## config.mk

```make
export PLATFORM = sky130hd
export DESIGN_NAME = lexicographic_permutation_generator
export DESIGN_NICKNAME = d
export VERILOG_FILES = /design/src/rtl/core/lpg_pkg.sv /design/src/rtl/core/lpg_ram.sv /design/src/rtl/core/lpg_datapath.sv /design/src/rtl/core/lpg_ctrl.sv /design/src/rtl/core/lexicographic_permutation_generator.sv
export SDC_FILE = /design/constraint.sdc
export NUM_CORES = 1
export LEC_CHECK = 0
export BUFFER_PORTS_ARGS = -buffer_cell sky130_fd_sc_hd__buf_2
export CELL_PAD_IN_SITES_DETAIL_PLACEMENT = 0
export CELL_PAD_IN_SITES_GLOBAL_PLACEMENT = 1
export CORE_ASPECT_RATIO = 1.25
export CORE_UTILIZATION = 38
export DETAILED_ROUTE_END_ITERATION = 10
export MAX_ROUTING_LAYER = met4
export PLACE_DENSITY_LB_ADDON = 0.1
export SLEW_MARGIN = 20
export SYNTH_ARGS = -nofsm -noshare
export SYNTH_HDL_FRONTEND = slang
export SYNTH_HIERARCHICAL = 1
export SYNTH_SLANG_ARGS = --single-unit
```

## constraint.sdc

```tcl
create_clock -name clk -period 9.95 [get_ports clk]
set_input_delay 0 -clock clk [delete_from_list [all_inputs] [get_ports clk]]
set_output_delay 0 -clock clk [all_outputs]
set_load 0.01 [all_outputs]
```

## src/rtl/core/lpg_pkg.sv

```systemverilog
// Shared constants and controller/datapath interface types for the permutation generator.
package lpg_pkg;

  localparam int VAL_W       = 4;
  localparam int LEN_W       = 4;
  localparam int WORD_SLOTS  = 10;
  localparam int PW          = 40;
  localparam int CNT_W       = 22;
  localparam int IN_TDATA_W  = 8;
  localparam int OUT_TDATA_W = 64;
  localparam logic [LEN_W-1:0] LEN_RESET = 4'd10;

  typedef struct packed {
    logic fill_init;
    logic fill_wr;
    logic emit;
    logic piv;
    logic findj;
    logic sw1;
    logic sw2;
    logic rw1;
    logic rw2;
  } cmd_t;

  typedef struct packed {
    logic fill_last;
    logic out_full;
    logic any;
    logic done;
    logic sw_more;
    logic rw_more;
  } sts_t;

endpackage

```

## src/rtl/core/lpg_ram.sv

```systemverilog
// Generic RAM: one write port, two registered read ports.
module lpg_ram #(
  parameter int WIDTH = 4,
  parameter int DEPTH = 10
) (
  input  logic                     clk,
  input  logic                     we,
  input  logic [$clog2(DEPTH)-1:0] waddr,
  input  logic [WIDTH-1:0]         wdata,
  input  logic [$clog2(DEPTH)-1:0] raddr_a,
  output logic [WIDTH-1:0]         rdata_a,
  input  logic [$clog2(DEPTH)-1:0] raddr_b,
  output logic [WIDTH-1:0]         rdata_b
);

  logic [WIDTH-1:0] mem [DEPTH];

  always_ff @(posedge clk) begin
    if (we) begin
      mem[waddr] <= wdata;
    end
    rdata_a <= mem[raddr_a];
    rdata_b <= mem[raddr_b];
  end

endmodule

```

## src/rtl/core/lpg_datapath.sv

```systemverilog
// Datapath: permutation store, shadow word, pivot/successor search, counter and output register.
module lpg_datapath #(
  parameter int MAX_LEN = 10
) (
  input  logic                               clk,
  input  logic                               rst_n,
  input  logic                               cfg_we,
  input  logic [lpg_pkg::LEN_W-1:0]          cfg_wdata,
  input  lpg_pkg::cmd_t                      cmd,
  output lpg_pkg::sts_t                      sts,
  output logic                               out_tvalid,
  input  logic                               out_tready,
  output logic [lpg_pkg::OUT_TDATA_W-1:0]    out_tdata,
  output logic                               out_tlast,
  output logic                               out_tuser
);

  localparam int IW    = $clog2(MAX_LEN);
  localparam int LW    = $clog2(MAX_LEN + 1);
  localparam int SLOTS = (MAX_LEN < lpg_pkg::WORD_SLOTS) ? MAX_LEN : lpg_pkg::WORD_SLOTS;
  localparam int PAD_W = lpg_pkg::OUT_TDATA_W - lpg_pkg::CNT_W - lpg_pkg::PW;
  localparam logic [IW-1:0] LAST_POS = IW'(MAX_LEN - 1);

  logic [lpg_pkg::LEN_W-1:0]                   len_r;
  logic [LW-1:0]                               eff_len;
  logic [MAX_LEN-1:0][lpg_pkg::VAL_W-1:0]      sh_r, sh_nxt, ident;
  logic [IW-1:0]                               fc_r, i_r, j_r, lo_r, hi_r;
  logic [IW-1:0]                               piv_idx, j_idx;
  logic [lpg_pkg::VAL_W-1:0]                   piv_r, tmp_r, fill_val;
  logic [lpg_pkg::CNT_W-1:0]                   cnt_r;
  logic                                        done_r, any;
  logic [lpg_pkg::PW-1:0]                      word;
  logic                                        out_valid_r, out_last_r, out_user_r;
  logic [lpg_pkg::OUT_TDATA_W-1:0]             out_data_r;

  logic                                        we;
  logic [IW-1:0]                               waddr, raddr_a, raddr_b;
  logic [lpg_pkg::VAL_W-1:0]                   wdata, rdata_a, rdata_b;

  lpg_ram #(
    .WIDTH (lpg_pkg::VAL_W),
    .DEPTH (MAX_LEN)
  ) u_ram (
    .clk     (clk),
    .we      (we),
    .waddr   (waddr),
    .wdata   (wdata),
    .raddr_a (raddr_a),
    .rdata_a (rdata_a),
    .raddr_b (raddr_b),
    .rdata_b (rdata_b)
  );

  always_comb begin
    if (len_r == '0) begin
      eff_len = LW'(1);
    end else if (int'(len_r) > MAX_LEN) begin
      eff_len = LW'(MAX_LEN);
    end else begin
      eff_len = LW'(len_r);
    end
  end

  // rightmost ascent and rightmost suffix value above the pivot
  always_comb begin
    any     = 1'b0;
    piv_idx = '0;
    for (int k = 0; k < MAX_LEN - 1; k++) begin
      if ((k + 2 <= int'(eff_len)) && (sh_r[k] < sh_r[k+1])) begin
        any     = 1'b1;
        piv_idx = IW'(k);
      end
    end
    j_idx = '0;
    for (int k = 0; k < MAX_LEN; k++) begin
      if ((k > int'(i_r)) && (k < int'(eff_len)) && (sh_r[k] > rdata_a)) begin
        j_idx = IW'(k);
      end
    end
  end

  always_comb begin
    for (int k = 0; k < MAX_LEN; k++) begin
      ident[k] = (k < int'(eff_len)) ? lpg_pkg::VAL_W'(k + 1) : '0;
    end
    fill_val = (int'(fc_r) < int'(eff_len)) ? lpg_pkg::VAL_W'(int'(fc_r) + 1) : '0;
    word = '0;
    for (int k = 0; k < SLOTS; k++) begin
      word[4*k +: 4] = sh_r[k];
    end
  end

  always_comb begin
    we      = 1'b0;
    waddr   = fc_r;
    wdata   = fill_val;
    raddr_a = lo_r;
    raddr_b = hi_r;
    priority if (cmd.fill_wr) begin
      we = 1'b1;
    end else if (cmd.piv) begin
      raddr_a = i_r;
    end else if (cmd.findj) begin
      raddr_b = j_idx;
    end else if (cmd.sw1) begin
      we    = 1'b1;
      waddr = i_r;
      wdata = rdata_b;
    end else if (cmd.sw2) begin
      we    = 1'b1;
      waddr = j_r;
      wdata = piv_r;
    end else if (cmd.rw1) begin
      we    = 1'b1;
      waddr = lo_r;
      wdata = rdata_b;
    end else if (cmd.rw2) begin
      we      = 1'b1;
      waddr   = hi_r;
      wdata   = tmp_r;
      raddr_a = lo_r + 1'b1;
      raddr_b = hi_r - 1'b1;
    end else begin
      we = 1'b0;
    end
  end

  always_comb begin
    sh_nxt = sh_r;
    if (cmd.fill_init) begin
      sh_nxt = ident;
    end else if (we) begin
      sh_nxt[waddr] = wdata;
    end
  end

  always_ff @(posedge clk) begin
    sh_r <= sh_nxt;
    if (cmd.fill_init) begin
      fc_r <= '0;
    end else if (cmd.fill_wr) begin
      fc_r <= fc_r + 1'b1;
    end
    if (cmd.emit) begin
      i_r <= piv_idx;
    end
    if (cmd.findj) begin
      piv_r <= rdata_a;
      j_r   <= j_idx;
    end
    if (cmd.sw2) begin
      lo_r <= i_r + 1'b1;
      hi_r <= IW'(int'(eff_len) - 1);
    end else if (cmd.rw2) begin
      lo_r <= lo_r + 1'b1;
      hi_r <= hi_r - 1'b1;
    end
    if (cmd.rw1) begin
      tmp_r <= rdata_a;
    end
    if (cmd.emit) begin
      if (done_r) begin
        out_data_r <= '0;
        out_last_r <= 1'b0;
        out_user_r <= 1'b1;
      end else begin
        out_data_r <= {{PAD_W{1'b0}}, cnt_r, word};
        out_last_r <= ~any;
        out_user_r <= 1'b0;
      end
    end
  end

  always_ff @(posedge clk) begin
    if (!rst_n) begin
      len_r       <= lpg_pkg::LEN_RESET;
      cnt_r       <= '0;
      done_r      <= 1'b0;
      out_valid_r <= 1'b0;
    end else begin
      if (cfg_we) begin
        len_r <= cfg_wdata;
      end
      if (cmd.fill_init) begin
        cnt_r  <= '0;
        done_r <= 1'b0;
      end else if (cmd.emit && !done_r) begin
        if (any) begin
          cnt_r <= cnt_r + 1'b1;
        end else begin
          done_r <= 1'b1;
        end
      end
      if (cmd.emit) begin
        out_valid_r <= 1'b1;
      end else if (out_tready) begin
        out_valid_r <= 1'b0;
      end
    end
  end

  always_comb begin
    sts.fill_last = (fc_r == LAST_POS);
    sts.out_full  = out_valid_r;
    sts.any       = any;
    sts.done      = done_r;
    sts.sw_more   = (int'(i_r) + 2 < int'(eff_len));
    sts.rw_more   = (int'(lo_r) + 2 < int'(hi_r));
  end

  assign out_tvalid = out_valid_r;
  assign out_tdata  = out_data_r;
  assign out_tlast  = out_last_r;
  assign out_tuser  = out_user_r;

endmodule

```

## src/rtl/core/lpg_ctrl.sv

```systemverilog
// Controller: sequences store fill, result emission, swap and suffix reversal.
module lpg_ctrl (
  input  logic          clk,
  input  logic          rst_n,
  input  logic          in_tvalid,
  input  logic          in_restart,
  output logic          in_tready,
  input  logic          cfg_we,
  input  lpg_pkg::sts_t sts,
  output lpg_pkg::cmd_t cmd
);

  localparam logic [3:0] S_FINIT = 4'd0;
  localparam logic [3:0] S_FILL  = 4'd1;
  localparam logic [3:0] S_IDLE  = 4'd2;
  localparam logic [3:0] S_EMIT  = 4'd3;
  localparam logic [3:0] S_PIV   = 4'd4;
  localparam logic [3:0] S_FINDJ = 4'd5;
  localparam logic [3:0] S_SW1   = 4'd6;
  localparam logic [3:0] S_SW2   = 4'd7;
  localparam logic [3:0] S_RRD   = 4'd8;
  localparam logic [3:0] S_RW1   = 4'd9;
  localparam logic [3:0] S_RW2   = 4'd10;

  logic [3:0] state_r, state_nxt;
  logic       pend_r, pend_nxt;

  assign in_tready = (state_r == S_IDLE);

  always_comb begin
    cmd       = '0;
    state_nxt = state_r;
    pend_nxt  = pend_r;
    unique case (state_r)
      S_FINIT: begin
        cmd.fill_init = 1'b1;
        state_nxt     = S_FILL;
      end
      S_FILL: begin
        cmd.fill_wr = 1'b1;
        if (sts.fill_last) begin
          state_nxt = pend_r ? S_EMIT : S_IDLE;
        end
      end
      S_IDLE: begin
        if (in_tvalid) begin
          state_nxt = in_restart ? S_FINIT : S_EMIT;
          pend_nxt  = in_restart;
        end
      end
      S_EMIT: begin
        if (!sts.out_full) begin
          cmd.emit  = 1'b1;
          state_nxt = (!sts.done && sts.any) ? S_PIV : S_IDLE;
        end
      end
      S_PIV: begin
        cmd.piv   = 1'b1;
        state_nxt = S_FINDJ;
      end
      S_FINDJ: begin
        cmd.findj = 1'b1;
        state_nxt = S_SW1;
      end
      S_SW1: begin
        cmd.sw1   = 1'b1;
        state_nxt = S_SW2;
      end
      S_SW2: begin
        cmd.sw2   = 1'b1;
        state_nxt = sts.sw_more ? S_RRD : S_IDLE;
      end
      S_RRD: begin
        state_nxt = S_RW1;
      end
      S_RW1: begin
        cmd.rw1   = 1'b1;
        state_nxt = S_RW2;
      end
      S_RW2: begin
        cmd.rw2   = 1'b1;
        state_nxt = sts.rw_more ? S_RW1 : S_IDLE;
      end
      default: begin
        state_nxt = S_IDLE;
      end
    endcase
    if (cfg_we) begin
      state_nxt = S_FINIT;
      pend_nxt  = 1'b0;
    end
  end

  always_ff @(posedge clk) begin
    if (!rst_n) begin
      state_r <= S_FINIT;
      pend_r  <= 1'b0;
    end else begin
      state_r <= state_nxt;
      pend_r  <= pend_nxt;
    end
  end

endmodule

```

## src/rtl/core/lexicographic_permutation_generator.sv

```systemverilog
// Top level of the lexicographic permutation generator.
// Each input item requests one result: the current permutation of 1..L
// (L = length clamped to 1..MAX_LEN), its index and a last flag, after
// which the permutation advances in place. An item with restart set first
// reloads the identity. After the descending permutation has been emitted,
// results carry the exhausted flag until a restart or length write. The
// permutation lives in a small two-read-port RAM driven by a sequencer: an
// item steps through accept and emit, then pivot read, successor search
// and the two swap writes, then one read set-up step and a read/write
// pair per reversed suffix pair when the suffix is longer than one. The
// RAM has no reset; a fill pass runs after reset, after every length
// write and ahead of every restart item, and no item is taken meanwhile.
// The result register lets the next advance run while a result waits.
module lexicographic_permutation_generator #(
  parameter int MAX_LEN = 10
) (
  input  logic                            clk,
  input  logic                            rst_n,
  input  logic                            in_tvalid,
  output logic                            in_tready,
  input  logic [lpg_pkg::IN_TDATA_W-1:0]  in_tdata,   // [0] restart, rest zero
  output logic                            out_tvalid,
  input  logic                            out_tready,
  output logic [lpg_pkg::OUT_TDATA_W-1:0] out_tdata,  // [39:0] perm_word, [61:40] seq_number
  output logic                            out_tlast,  // last_perm
  output logic                            out_tuser,  // exhausted
  input  logic                            cfg_we,
  input  logic [lpg_pkg::LEN_W-1:0]       cfg_wdata   // length
);

  lpg_pkg::cmd_t cmd;
  lpg_pkg::sts_t sts;

  lpg_ctrl u_ctrl (
    .clk        (clk),
    .rst_n      (rst_n),
    .in_tvalid  (in_tvalid),
    .in_restart (in_tdata[0]),
    .in_tready  (in_tready),
    .cfg_we     (cfg_we),
    .sts        (sts),
    .cmd        (cmd)
  );

  lpg_datapath #(
    .MAX_LEN (MAX_LEN)
  ) u_datapath (
    .clk        (clk),
    .rst_n      (rst_n),
    .cfg_we     (cfg_we),
    .cfg_wdata  (cfg_wdata),
    .cmd        (cmd),
    .sts        (sts),
    .out_tvalid (out_tvalid),
    .out_tready (out_tready),
    .out_tdata  (out_tdata),
    .out_tlast  (out_tlast),
    .out_tuser  (out_tuser)
  );

endmodule
```

==> impl_metrics.yaml <==
placement:
  place_hpwl_microns: 24450
  gp_congestion: 0.8165
  portBuffers: 75
  dpl_worst_slack_ns: 5.634
logic_synthesis:
  synth_ff_type: "edfxtp_1"
  yosys_warnings: 6
  avgSynthCellArea_sq_um: 10.44
  syn-cell-area_sq_um: 12460
  ys_seq_area_share_pct: 47.06
  synth_edf_count: 160
  netlist_instances: 1194
  yosysUniqueCellTypes: 84
  yosys_register_bits: 213
  synthArstFlopShare_pct: 0
critical_path:
  reg2reg_slack_ns: 5.62
  r2r_cells: 15
  r2r_start: "u_datapath/len_r[2]"
  cp_data_required_time_ns: 10.41
  crit_type: "register to register"
  crit_path_end_kind: "register"
  cpPeakStageDelay_ns: 0.68
  start_kind: "register"
  crit_fanout: 20
  r2r_end: "u_datapath/u_ram/rdata_b[0]"
  critPathSlowestCell: "dfxtp_1"
  crit_chain: "nor2_1 > maj3_1 > ha_1 > or3_1 > nand4_1 > a21oi_1 > a211oi_1 > o21bai_1 > nand2b_1 > a21boi_0 > a22oi_2 > buf_4 > mux2i_1 > mux4_2 > o21ai_1"
  worstPathArrival_ns: 4.78
cts:
  path_clk_slew_ns: 0.06
  tritoncts: "done"
  cts_root_buf: "clkbuf_16"
  cts_made_buffers: 25
  htree_levels: 1
  clockBufferDepth: 3
  post_cts_resized: 0
  clk_latency_ns: 0.55
  clock_sinks: 213
global_routing:
  overflow: 0
  grt_max_degree: 71
  grt_pass1_vias: 9106
  antenna_found_initial: 0
  grt.total_usage_pct: 21.86
  grt_pass1_wl_microns: 53960
timing:
  tightest_slew_ns: 1.094
  rsz0062_at_grt: "no"
  timing.fmax_mhz: 231.2
  drv_slew: 0
  maxSlewHeadroom_pct: 26.28
  setup_viol: 0
  fin_ws_ns: 5.624
  finalCriticalPeriod_ns: 4.326
  setup_tns_ns: 0
  period_share_pct: 43.48
  hold_viol: 0
  finalClockSkew_ns: 0.02775
power:
  p_per_area_nw_per_um2: 173.5
  leakage_uw: 0.005313
  irDropWorstVdd_mv: 0.1362
min_path:
  whs_path_depth: 4
  min_from: "rst_n"
  hold_class: "input port to register"
  whs_endpoint: "u_ctrl/state_r[3]"
floorplan:
  start_util_pct: 38.88
  core_region_area_sq_um: 32060
  die_x_microns: 164.0
  die_h_microns: 204.5
  die-area_sq_um: 33530
  rows: 73
  ioPinCount: 85
route:
  totalWireLength_microns: 34930
  wl_per_cell_microns: 20.55
  drt_iter0_drc: 579
  ant_nets: 0
  viasPerCell: 5.358
  route.detailed.drc: 0
  vias: 9109
  firstDrtPassIters: 5
outcome:
  status: "finished clean"
layout:
  final_common_cell: "edfxtp_1"
  nNetsFinal: 1374
  antenna_cells: 0
  most-common-layout-cells: "edfxtp_1, nor2_1, ha_1"
  drive_gt1_share_pct: 14.91
  area_growth_pct: 13.92
flow_run:
  drv_cap: 0
what timing repair did:
item,4_1_cts,5_1_grt
setup buffers,0,0
hold buffers,22,0
hold endpoints to repair,10,0
setup endpoints to repair,0,0
worst max-delay path, delay by kind of cell, from the launching register on:
| family | cells | cell delay (ns) |
|---|---|---|
| simple gates | 4 | 0.84 |
| buf+inv | 1 | 0.35 |
| flops | 1 | 0.68 |
| fa+ha+maj | 2 | 0.78 |
| mux | 2 | 0.67 |
| compound gates | 6 | 0.90 |
report_power, final:
group	leakage (uW)	switching [uW]	total, uW	internal [uW]
clock	0.000391	371	921	550
combinational	0.00294	294	459	166
sequential	0.00198	55.4	1080	1030
total	0.00531	720	2460	1740
registers in the layout, summed over array words and instances (netlist names):
signal	flops
u_datapath/len_r	4
u_datapath/fc_r	4
u_datapath/piv_r	4
u_datapath/u_ram/rdata_a	4
u_datapath/u_ram/rdata_b	4
u_datapath/j_r	4
u_datapath/out_tdata	62
u_datapath/sh_r	40
u_datapath/i_r	4
u_datapath/done_r	1
u_datapath/out_tlast	1
u_datapath/out_tuser	1
u_ctrl/state_r	4
u_datapath/u_ram/mem	40
u_datapath/cnt_r	22
u_ctrl/pend_r	1
u_datapath/tmp_r	4
u_datapath/hi_r	4
u_datapath/out_tvalid	1
u_datapath/lo_r	4
cell usage after synthesis (all sizes together) (3+ instances only):
cell     instances  area [sq um]
nor3b            3         22.52
mux2i           42         420.4
nor2b           39         244.0
a31oi           16         118.9
o21a             9         67.56
nor4             8         71.32
buf             35         236.5
a21boi           3         22.52
edfxtp         160          4805
o31ai            6         45.04
nand2b          34         215.2
and2             5         31.28
nand2           64         250.2
nand4           15         106.4
nand3           22         110.1
a2111oi         10         212.7
inv             84         317.8
xnor2           21         183.9
mux4             8         180.2
o22a             3         26.28
and3             4         25.02
ha              88          1101
mux2             8         90.09
a21o             7         52.55
nor2           139         531.8
xor2            10         87.58
o21ai           77         385.4
a22o             4         35.03
or2              9         58.81
dfxtp           53          1061
o211ai           9         67.56
nor4b            5         43.79
o22ai            4         25.02
o21bai          10         75.07
clkbuf          31         116.4
nor3            19         127.6
a21oi           58         309.0
a211oi          40         310.3
stage by stage:
| step | std cells | utilization [%] | total power, uW | hold WS (ns) | instance area [sq um] |
|---|---|---|---|---|---|
| 3_3_place_gp | 1632 | 41.06 | 1549 | 0.2163 | 13170 |
| 5_1_grt | 1700 | 44.29 | 2586 | 0.5125 | 14200 |
| 6_report | 1700 | 44.29 | 2463 | 0.4861 | 14200 |
| 4_1_cts | 1700 | 44.29 | 2492 | 0.4667 | 14200 |
| 3_5_place_dp | 1632 | 41.06 | 1554 | 0.2213 | 13170 |
| 2_1_floorplan | 1195 | - | 1404 | 0.06194 | 12470 |
layer usage:
layer,global-route usage [%],wire (microns),vias up
met4,5.225,573,0
met2,37.50,17610,156
met3,2.409,1174,36
li1,-,-,4478
met5,-,0,-
met1,27.43,15570,4439
cell families after synthesis:
| logic type | share of synthesized area [%] |
|---|---|
| other cells | 0.03009 |
| simple gates | 15.49 |
| flops | 47.06 |
| xor+xnor | 2.178 |
| fa+ha+maj | 8.914 |
| buf+inv | 5.380 |
| compound gates | 15.41 |
| mux | 5.541 |
worst max path at each step:
stage	from	end	slack (ns)	cells past startpoint
6_report	u_datapath/len_r[2]	u_datapath/u_ram/rdata_b[0]	5.62	15
5_1_grt	u_datapath/len_r[3]	u_datapath/u_ram/rdata_b[1]	5.34	15
4_1_cts	u_datapath/len_r[3]	u_datapath/u_ram/rdata_b[0]	5.61	15
3_5_place_dp	u_datapath/len_r[3]	u_datapath/u_ram/rdata_b[0]	5.63	15
3_3_place_gp	u_datapath/len_r[3]	u_datapath/u_ram/rdata_b[0]	5.70	15
2_1_floorplan	u_ctrl/state_r[2]	u_datapath/cnt_r[15]	3.19	9
area by class of cell:
cell class | instances | area, sq um
Tap cell | 412 | 515.5
Multi-Input combinational cell | 832 | 5969
Clock buffer | 34 | 669.4
Timing Repair Buffer | 113 | 715.7
Inverter | 84 | 317.8
Sequential cell | 213 | 5867
Fill cell | 3123 | 17860
Clock inverter | 12 | 145.1
No activity file was read; power rests on OpenSTA's default activity.
